==> src/h264fua_pkg.sv <==
// ----------------------------------------------------------------------------
// h264fua_pkg: shared types for the FU-A depacketizer
// Parse phases, error codes and the command word handed from front to back.
// ----------------------------------------------------------------------------
package h264fua_pkg;

  localparam logic [7:0] ForbiddenMask = 8'b1000_0000;
  localparam logic [7:0] TypeMask      = 8'b0001_1111;
  localparam logic [4:0] FuAType       = 5'd28;
  localparam logic [7:0] StartLastByte = 8'h01;
  localparam logic [2:0] StartLastIdx  = 3'd3;
  localparam logic [2:0] StartHdrIdx   = 3'd4;

  typedef enum logic [1:0] {
    PH_FIRST   = 2'd0,
    PH_FUHDR   = 2'd1,
    PH_PASS    = 2'd2,
    PH_DISCARD = 2'd3
  } phase_e;

  typedef enum logic [1:0] {
    ERR_NONE      = 2'd0,
    ERR_FORBIDDEN = 2'd1,
    ERR_SHORT     = 2'd2
  } err_code_e;

  typedef enum logic [1:0] {
    CMD_BYTE  = 2'd0,
    CMD_START = 2'd1,
    CMD_MARK  = 2'd2
  } cmd_kind_e;

  typedef struct packed {
    cmd_kind_e  kind;
    logic [7:0] data;
    logic       last;
    err_code_e  err;
  } cmd_t;

endpackage

==> src/h264fua_front.sv <==
// ----------------------------------------------------------------------------
// h264fua_front: input parser
// Tracks the parse phase of the current unit and turns each input word into
// at most one command for the output sequencer.
// ----------------------------------------------------------------------------
module h264fua_front (
  input  logic                clk_i,
  input  logic                rst_ni,
  input  logic                in_valid_i,
  output logic                in_stall_o,
  input  logic [7:0]          in_byte_i,
  input  logic                in_last_i,
  input  logic                q_full_i,
  output logic                push_o,
  output h264fua_pkg::cmd_t   cmd_o
);
  import h264fua_pkg::*;

  phase_e     phase_q, phase_d;
  logic [2:0] held_q, held_d;
  logic       accept;
  logic       is_fua;

  assign in_stall_o = q_full_i;
  assign accept     = in_valid_i && !q_full_i;
  assign is_fua     = (in_byte_i[4:0] == FuAType);

  always_ff @(posedge clk_i or negedge rst_ni) begin
    if (!rst_ni) begin
      phase_q <= PH_FIRST;
      held_q  <= 3'd0;
    end else begin
      phase_q <= phase_d;
      held_q  <= held_d;
    end
  end

  always_comb begin
    phase_d  = phase_q;
    held_d   = held_q;
    push_o   = 1'b0;
    cmd_o    = '{kind: CMD_BYTE, data: in_byte_i, last: in_last_i, err: ERR_NONE};
    if (accept) begin
      phase_d = in_last_i ? PH_FIRST : PH_PASS;
      case (phase_q)
        PH_FIRST: begin
          if ((in_byte_i & ForbiddenMask) != 8'd0) begin
            push_o  = 1'b1;
            cmd_o   = '{kind: CMD_MARK, data: 8'd0, last: 1'b1, err: ERR_FORBIDDEN};
            phase_d = in_last_i ? PH_FIRST : PH_DISCARD;
          end else if (is_fua) begin
            if (in_last_i) begin
              push_o  = 1'b1;
              cmd_o   = '{kind: CMD_MARK, data: 8'd0, last: 1'b1, err: ERR_SHORT};
              phase_d = PH_FIRST;
            end else begin
              // hold the indicator until the FU header shows up
              held_d  = in_byte_i[7:5];
              phase_d = PH_FUHDR;
            end
          end else begin
            push_o     = 1'b1;
            cmd_o.kind = CMD_START;
          end
        end
        PH_FUHDR: begin
          if (in_byte_i[7]) begin
            push_o     = 1'b1;
            cmd_o.kind = CMD_START;
            cmd_o.data = {held_q, in_byte_i[4:0]};
          end else if (in_last_i) begin
            push_o = 1'b1;
            cmd_o  = '{kind: CMD_MARK, data: 8'd0, last: 1'b1, err: ERR_NONE};
          end
        end
        PH_PASS: begin
          push_o = 1'b1;
        end
        default: begin
          // drop the rest of a bad unit
          phase_d = in_last_i ? PH_FIRST : PH_DISCARD;
        end
      endcase
    end
  end

  assert property (@(posedge clk_i) disable iff (!rst_ni)
    push_o |-> !q_full_i)
    else $error("command pushed into a full queue");

  assert property (@(posedge clk_i) disable iff (!rst_ni)
    (phase_q == PH_FUHDR) |-> $past(accept) || $stable(held_q))
    else $error("held header bits changed while waiting for FU header");

endmodule

==> src/h264fua_queue.sv <==
// ----------------------------------------------------------------------------
// h264fua_queue: command queue
// Small register FIFO that decouples the parser from the output sequencer.
// ----------------------------------------------------------------------------
module h264fua_queue #(
  parameter int Depth = 4
) (
  input  logic              clk_i,
  input  logic              rst_ni,
  input  logic              push_i,
  input  h264fua_pkg::cmd_t wdata_i,
  input  logic              pop_i,
  output h264fua_pkg::cmd_t rdata_o,
  output logic              full_o,
  output logic              empty_o
);
  import h264fua_pkg::*;

  localparam int PtrW = (Depth > 1) ? $clog2(Depth) : 1;
  localparam int CntW = $clog2(Depth + 1);

  cmd_t            mem_q [Depth];
  logic [PtrW-1:0] wr_ptr_q, wr_ptr_d;
  logic [PtrW-1:0] rd_ptr_q, rd_ptr_d;
  logic [CntW-1:0] count_q, count_d;

  assign full_o  = (count_q == CntW'(Depth));
  assign empty_o = (count_q == '0);
  assign rdata_o = mem_q[rd_ptr_q];

  always_comb begin
    wr_ptr_d = wr_ptr_q;
    rd_ptr_d = rd_ptr_q;
    count_d  = count_q;
    if (push_i) begin
      wr_ptr_d = (wr_ptr_q == PtrW'(Depth - 1)) ? '0 : wr_ptr_q + 1'b1;
    end
    if (pop_i) begin
      rd_ptr_d = (rd_ptr_q == PtrW'(Depth - 1)) ? '0 : rd_ptr_q + 1'b1;
    end
    if (push_i && !pop_i) begin
      count_d = count_q + 1'b1;
    end else if (pop_i && !push_i) begin
      count_d = count_q - 1'b1;
    end
  end

  always_ff @(posedge clk_i or negedge rst_ni) begin
    if (!rst_ni) begin
      wr_ptr_q <= '0;
      rd_ptr_q <= '0;
      count_q  <= '0;
    end else begin
      wr_ptr_q <= wr_ptr_d;
      rd_ptr_q <= rd_ptr_d;
      count_q  <= count_d;
    end
  end

  always_ff @(posedge clk_i) begin
    if (push_i) begin
      mem_q[wr_ptr_q] <= wdata_i;
    end
  end

  assert property (@(posedge clk_i) disable iff (!rst_ni)
    count_q <= CntW'(Depth))
    else $error("queue count out of range");

  assert property (@(posedge clk_i) disable iff (!rst_ni)
    pop_i |-> !empty_o)
    else $error("pop from empty queue");

endmodule

==> src/h264fua_back.sv <==
// ----------------------------------------------------------------------------
// h264fua_back: output sequencer
// Expands each command into output words: start code plus header, a plain
// byte, or an end marker, into a registered output stage.
// ----------------------------------------------------------------------------
module h264fua_back (
  input  logic              clk_i,
  input  logic              rst_ni,
  input  h264fua_pkg::cmd_t cmd_i,
  input  logic              q_empty_i,
  output logic              pop_o,
  output logic              out_valid_o,
  input  logic              out_stall_i,
  output logic [7:0]        out_byte_o,
  output logic              byte_valid_o,
  output logic              end_of_unit_o,
  output logic [1:0]        error_code_o
);
  import h264fua_pkg::*;

  logic [2:0] cnt_q, cnt_d;
  logic       valid_q, valid_d;
  logic [7:0] byte_q, byte_d;
  logic       bvalid_q, bvalid_d;
  logic       end_q, end_d;
  err_code_e  err_q, err_d;
  logic       load;

  assign load = !valid_q || !out_stall_i;

  always_comb begin
    cnt_d    = cnt_q;
    valid_d  = valid_q;
    byte_d   = byte_q;
    bvalid_d = bvalid_q;
    end_d    = end_q;
    err_d    = err_q;
    pop_o    = 1'b0;
    if (load) begin
      valid_d = !q_empty_i;
      if (!q_empty_i) begin
        if (cmd_i.kind == CMD_START && cnt_q != StartHdrIdx) begin
          // start code 00 00 00 01
          byte_d   = (cnt_q == StartLastIdx) ? StartLastByte : 8'h00;
          bvalid_d = 1'b1;
          end_d    = 1'b0;
          err_d    = ERR_NONE;
          cnt_d    = cnt_q + 3'd1;
        end else begin
          pop_o = 1'b1;
          cnt_d = 3'd0;
          case (cmd_i.kind)
            CMD_MARK: begin
              byte_d   = 8'd0;
              bvalid_d = 1'b0;
              end_d    = 1'b1;
              err_d    = cmd_i.err;
            end
            default: begin
              byte_d   = cmd_i.data;
              bvalid_d = 1'b1;
              end_d    = cmd_i.last;
              err_d    = ERR_NONE;
            end
          endcase
        end
      end
    end
  end

  always_ff @(posedge clk_i or negedge rst_ni) begin
    if (!rst_ni) begin
      cnt_q   <= 3'd0;
      valid_q <= 1'b0;
    end else begin
      cnt_q   <= cnt_d;
      valid_q <= valid_d;
    end
  end

  always_ff @(posedge clk_i) begin
    byte_q   <= byte_d;
    bvalid_q <= bvalid_d;
    end_q    <= end_d;
    err_q    <= err_d;
  end

  assign out_valid_o   = valid_q;
  assign out_byte_o    = byte_q;
  assign byte_valid_o  = bvalid_q;
  assign end_of_unit_o = end_q;
  assign error_code_o  = err_q;

  assert property (@(posedge clk_i) disable iff (!rst_ni)
    (cnt_q != 3'd0) |-> !q_empty_i && cmd_i.kind == CMD_START)
    else $error("start sequence lost its command");

  assert property (@(posedge clk_i) disable iff (!rst_ni)
    cnt_q <= StartHdrIdx)
    else $error("start code counter out of range");

endmodule

==> src/h264_fua_depacketizer.sv <==
// A result word passes through the command queue and then the registered
//   output stage; a start code plus header is five output words.
// One output word per cycle while out_stall_i is low; a payload word gives one
//   word, a unit start five; the input runs ahead only until the queue fills.
// Reset: rst_ni clears parse phase, queue pointers and output valid at once.
// ----------------------------------------------------------------------------
// h264_fua_depacketizer: RTP H.264 payload to Annex B byte stream
// Parser front end, command queue and output sequencer back end.
// ----------------------------------------------------------------------------
module h264_fua_depacketizer #(
  parameter int QueueDepth = 4
) (
  input  logic       clk_i,
  input  logic       rst_ni,
  input  logic       in_valid_i,
  output logic       in_stall_o,
  input  logic [7:0] in_byte_i,
  input  logic       in_last_i,
  output logic       out_valid_o,
  input  logic       out_stall_i,
  output logic [7:0] out_byte_o,
  output logic       byte_valid_o,
  output logic       end_of_unit_o,
  output logic [1:0] error_code_o
);
  import h264fua_pkg::*;

  cmd_t push_cmd;
  cmd_t head_cmd;
  logic push;
  logic pop;
  logic q_full;
  logic q_empty;

  h264fua_front u_front (
    .clk_i      (clk_i),
    .rst_ni     (rst_ni),
    .in_valid_i (in_valid_i),
    .in_stall_o (in_stall_o),
    .in_byte_i  (in_byte_i),
    .in_last_i  (in_last_i),
    .q_full_i   (q_full),
    .push_o     (push),
    .cmd_o      (push_cmd)
  );

  h264fua_queue #(
    .Depth (QueueDepth)
  ) u_queue (
    .clk_i   (clk_i),
    .rst_ni  (rst_ni),
    .push_i  (push),
    .wdata_i (push_cmd),
    .pop_i   (pop),
    .rdata_o (head_cmd),
    .full_o  (q_full),
    .empty_o (q_empty)
  );

  h264fua_back u_back (
    .clk_i         (clk_i),
    .rst_ni        (rst_ni),
    .cmd_i         (head_cmd),
    .q_empty_i     (q_empty),
    .pop_o         (pop),
    .out_valid_o   (out_valid_o),
    .out_stall_i   (out_stall_i),
    .out_byte_o    (out_byte_o),
    .byte_valid_o  (byte_valid_o),
    .end_of_unit_o (end_of_unit_o),
    .error_code_o  (error_code_o)
  );

endmodule

==> config.mk <==
export PLATFORM = sky130hd
export DESIGN_NAME = h264_fua_depacketizer
export DESIGN_NICKNAME = d
export VERILOG_FILES = /design/src/h264fua_pkg.sv /design/src/h264fua_front.sv /design/src/h264fua_queue.sv /design/src/h264fua_back.sv /design/src/h264_fua_depacketizer.sv
export SDC_FILE = /design/constraint.sdc
export NUM_CORES = 1
export LEC_CHECK = 0
export BUFFER_PORTS_ARGS = -buffer_cell sky130_fd_sc_hd__buf_2
export CAP_MARGIN = 10
export CORE_UTILIZATION = 50
export DETAILED_ROUTE_END_ITERATION = 7
export HOLD_SLACK_MARGIN = 0.08
export PLACE_DENSITY = 0.69
export SLEW_MARGIN = 0
export SYNTH_ARGS = -nofsm -noshare
export SYNTH_HDL_FRONTEND = slang
export SYNTH_SLANG_ARGS = --single-unit
==> constraint.sdc <==
create_clock -name clk_i -period 3.2 [get_ports clk_i]
set_input_delay 0.64 -clock clk_i [delete_from_list [all_inputs] [get_ports clk_i]]
set_output_delay 0.64 -clock clk_i [all_outputs]
set_load 0.01 [all_outputs]
; Word level (Yosys, flattened, before mapping)
; Memory sizes are Yosys's and may differ from the RTL's.
; Cells that the tools add are included.
[classes]
eq_ne = 10
reduce_logical = 18
bitwise = 4
mux = 36
n_addsub = 5
[op_table]
columns = cell, count
row1 = $mux 13, 4
row2 = $pmux 13 s2, 1
row3 = $mux 8, 2
row4 = $mux 1, 14
row5 = $mux 2, 7
row6 = $mux 3, 4
row7 = $mux 11, 1
row8 = $mux 10, 1
row9 = $eq 2x2->1 const B, 4
row10 = $add 3x1->3 const B, 2
row11 = $logic_not 1->1, 6
row12 = $eq 5x5->1 const B, 1
row13 = $reduce_and 5->1, 1
row14 = $add 2x1->2 const B, 2
row15 = $eq 2x1->1 const B, 2
row16 = $logic_and 1x1->1, 4
row17 = $not 1->1, 4
row18 = $pmux 2 s2, 1
row19 = $reduce_or 2->1, 2
row20 = $eq 3x2->1 const B, 1
row21 = $eq 3x3->1 const B, 1
row22 = $logic_not 3->1, 1
row23 = $ne 3x3->1 const B, 1
row24 = $pmux 1 s3, 1
row25 = other kinds (5), 5
[totals]
output_inout_bits = 14
memories = 1
input_bits = 13
ramBits = 52
word_cells = 85
reg_bits = 27
[mem_list]
columns = name, words, word_bits, read_ports, rd_ports_with_merged_regs, write_ports, line_no
row1 = u_queue.mem_q, 4, 13, 1, 0, 1, h264fua_queue.sv:22  ; cmd_t mem_q [Depth];

; Depth between registers and ports, before layout
[depth]
depth_word = 9
mapped_depth = 12
ltp_nobuf = 12

; Cells and area by module
; Synthesis repeated with hierarchy kept, for this count alone.
[unflattened]
cells_unflattened = 224
hier_area_um2 = 3548.4
[modules_own_cells]
columns = module, cells_each, instances, area_per_inst_um2, seq_area_each_um2
row1 = h264fua_queue, 105, 1, 2321.0, 1736.7
row2 = h264fua_back, 51, 1, 698.2, 460.4
row3 = h264fua_front, 68, 1, 529.3, 100.1

; Least setup slack after synthesis
; No wires, ideal clock.
[synth_timing]
kind = flip-flop to flip-flop
start = register u_queue.rd_ptr_q[0]
end = register u_queue.count_q[2]
period_less_slack_ns = 2.459
required_time_ns = 3.121
path_stages_with_launch = 12
n_path_buf = 1
setup_ns = 0.079
path_slack_ns = 0.741
arrival_ns = 2.380
path_cell_list = dfrtp_1 buf_2 mux4_2 nand3b_4 and2_4 inv_1 ha_1 inv_1 fa_1 xor2_1 nor2_1 xor2_1
[synth_via]
elab_chain_cells = 9
elab_cells_between_ends = 11
cone_classes = eq/ne (1) / mux (4) / reduce/logical (5) / memory (1)
[synth_rtl]
columns = element, line_no
row1 = "start, declared", h264fua_queue.sv:24  ; logic [PtrW-1:0] rd_ptr_q, rd_ptr_d;
row2 = "start signal, assigned", h264fua_queue.sv:55  ; rd_ptr_q <= rd_ptr_d;
row3 = $mem_v2 4x13 *, -
row4 = $eq 2x1->1 *, h264fua_back.sv:42  ; if (cmd_i.kind == CMD_START && cnt_q != StartHdrIdx) begin
row5 = $logic_and 1x1->1 *, h264fua_back.sv:42
row6 = $mux 1 *, h264fua_back.sv:42
row7 = $mux 1 *, h264fua_back.sv:41  ; if (!q_empty_i) begin
row8 = $mux 1 *, h264fua_back.sv:39  ; if (load) begin
row9 = $logic_not 1->1, h264fua_queue.sv:41  ; if (push_i && !pop_i) begin
row10 = $logic_and 1x1->1, h264fua_queue.sv:41
row11 = $mux 3 / $reduce_bool 2->1 (equally long branches), -
row12 = "end signal, assigned", h264fua_queue.sv:56  ; count_q <= count_d;
row13 = "end, declared", h264fua_queue.sv:25  ; logic [CntW-1:0] count_q, count_d;
; Every way passes the cells marked *; elsewhere a longest branch is shown, timed or not.
; A chain may end at the register's enable or synchronous reset.

; Worst setup path in the final report
; Ends and elaborated chain as after synthesis.

==> out/metrics.cfg <==
[cts]
cts_max_level = 3
cts.clk_slew.worst_paths_ns = 0.08
clock_path_buffers = 2
postCtsSetupRepairBufs = 0
cts_root_buf = clkbuf_8
cts_buffers = 9
cts_hold_buffers = 0
cts_tree = yes
clk_latency_ns = 0.35
cts_sinks = 79
post_cts_resize_count = 0

[timing]
layout_setup_ws_ns = 0.426
max_freq_ghz = 0.361
post-route-period-util_pct = 86.7
slew_viol_final = 0
max_slew_margin_pct = 53.4
skew_ns = 0.0109
worstMarginPinSlew_ns = 0.700
setup_tns_ns = 0
hold_violations = 0
setup_violations = 0
rsz0062_at_grt = no
fin_crit_ns = 2.77

[critical_path]
crit_path_max_fanout = 14
crit_type = reg2reg
path_depth = 10
worstPathRequired_ns = 3.49
r2r_start = u_queue.rd_ptr_q[0]$_DFFE_PN0P_
cp_top_family = flip-flops
cp-startpoint = u_queue.rd_ptr_q[0]$_DFFE_PN0P_
r2r_cells = 10
crit_path_cell_trace = mux4_2 -> nand3b_4 -> and2_4 -> inv_1 -> ha_1 -> inv_1 -> fa_1 -> xor2_1 -> nor2_1 -> xor2_1
slowest_stage = dfrtp_1
cp_data_arrival_time_ns = 3.06
worstSetupEndpointType = flop
crit_buf_inv = 2
crit_path_start_kind = flop
cpPeakStageDelay_ns = 0.59

[place]
dpl.hpwl_um = 3960
dpl.cell_count = 318
place_congestion = 0.797
preCtsSetupSlack_ns = 0.442
port_buffers = 26

[drt]
vias = 1877
antenna_left = 0
vias_per_cell = 5.62
first_iter_violations = 63
post_drt_wl_per_cell_um = 16.9
routed_wl_um = 5640
route.detailed.drc = 0
dr.pass1.iters = 4

[global_route]
track_usage_pct = 17.3
grt_max_degree = 17
antenna_found_initial = 0
grt_pass1_vias = 1883
grt-ovfl-total = 0
grt_pass1_wl_um = 9140

[yosys]
syn-instance-count = 217
synth_async_sr_flop_share_pct = 19.0
synth_top_area_share_pct = 55.4
synth_area_mm2 = 0.00347
ys_ff_latch = 79
syn-num-nets = 243
synth_enable_flop_cells = 64
ys_warn_count = 0
syn_avg_cell_area_um2 = 16.0
ys.flop_type = edfxtp_1
ys_seq_area_share_pct = 66.2
yosysTopAreaCell = edfxtp_1
synth.distinct_cells = 47
synthTopCellsByArea = edfxtp_1 (55%), dfrtp_1 (11%), mux4_2 (8.4%)

[layout]
fin_nets = 278
instances_no_fill = 334
layout_common_cells = edfxtp_1 (64), buf_2 (26), inv_1 (17), dfrtp_1 (15), mux4_2 (13)
antenna_cells = 0
mostFrequentLayoutCell = edfxtp_1
fin_util_pct = 60.1
syn2layout_area_growth_pct = 13.2
drive_gt1_share_pct = 27.6
nFillCells = 507

[die]
std_cell_rows = 29
floorplan.die.width_um = 85.3
pin_count = 27
fp.coreArea_mm2 = 0.00653
die_area_mm2 = 0.00728
die_h_um = 85.3
start_util_pct = 53.1

[run_status]
status = finished clean

[power]
power.leakage_nw = 1.53
power_density_mw_per_mm2 = 941
max-vdd-ir-drop_v = 0.000335

[hold_path]
hold_path_class = in2async

[job]
drv_cap = 0

-- synth_stat cells, drive strengths merged (2+ instances only) --
| cell | instances |
|---|---|
| a21boi | 2 |
| a21oi | 5 |
| a22o | 2 |
| a32oi | 2 |
| and2 | 7 |
| and3 | 9 |
| buf | 3 |
| clkbuf | 4 |
| dfrtp | 15 |
| edfxtp | 64 |
| ha | 12 |
| inv | 17 |
| mux2 | 7 |
| mux4 | 13 |
| nand2 | 8 |
| nand3b | 2 |
| nor2 | 4 |
| nor2b | 9 |
| nor4 | 2 |
| o21ai | 4 |
| o31ai | 2 |
| or3 | 3 |
| xor2 | 2 |
-- final timing paths --
path                                                        end  slack (ns)
worst max-delay path             u_queue.count_q[2]$_DFFE_PN0P_        0.43
worst min-delay path            u_queue.rd_ptr_q[0]$_DFFE_PN0P_        0.19
worst max register to register   u_queue.count_q[2]$_DFFE_PN0P_        0.43
worst min register to register   u_back.out_valid_o$_DFFE_PN0P_        0.49
max in group asynchronous        u_queue.count_q[0]$_DFFE_PN0P_        2.74
min in group clk_i               u_back.out_valid_o$_DFFE_PN0P_        0.49
-- routing by layer --
metal / global-route usage (%) / share of wire [%]
met1: 20.9 / 45
met2: 29.3 / 49
met3: 5.84 / 4.5
met4: 5.61 / 1.4
met5: 0 / 0
-- sequential cells by signal, summed over array words and instances, names as in the netlist, 2 cells and up --
register and flops:
u_queue.rd_ptr_q 2, u_back.out_byte_o 8, u_front.phase_q 2, u_queue.mem_q 52
u_back.error_code_o 2, u_queue.count_q 3, u_queue.wr_ptr_q 2, u_front.held_q 2
u_back.cnt_q 3
-- cell type report --
type                            instances  area (um2)  area share [%]
Sequential cell                        79        2300            58.5
Multi-Input combinational cell        114        1080            27.5
Timing Repair Buffer                   31         168            4.27
Clock buffer                           10         128            3.25
Tap cell                               77        96.3            2.45
Clock inverter                          6        95.1            2.42
Inverter                               17        63.8            1.63
-- cell families (layout without fill, tap and decap cells) --
family	count (synthesis)	count (layout)	synth area share [%]
AOI/OAI and AO/OA	27	27	5.41
xor gates and xnor gates	3	3	0.757
adders and majority gates	13	13	4.90
buffers and inverters	24	64	2.70
DFF	79	79	66.2
muxes	20	20	10.9
and+or+nand+nor	51	51	9.09
-- power by group --
group          leakage [nW]  internal (mW)  switching (mW)
clock network         0.111          0.444           0.357
logic                 0.630          0.599           0.641
registers             0.787           1.51           0.144
total                  1.53           2.55            1.14
-- metrics by stage --
step	power, mW	instance area, um2	hold slack, ns
after floorplan	2.58	3470	0.344
after global placement	2.90	3700	0.473
after detailed placement	2.93	3700	0.479
after CTS	3.73	3930	0.186
after global routing	3.92	3930	0.197
final	3.69	3930	0.188
No activity file was read; power rests on OpenSTA's default activity.
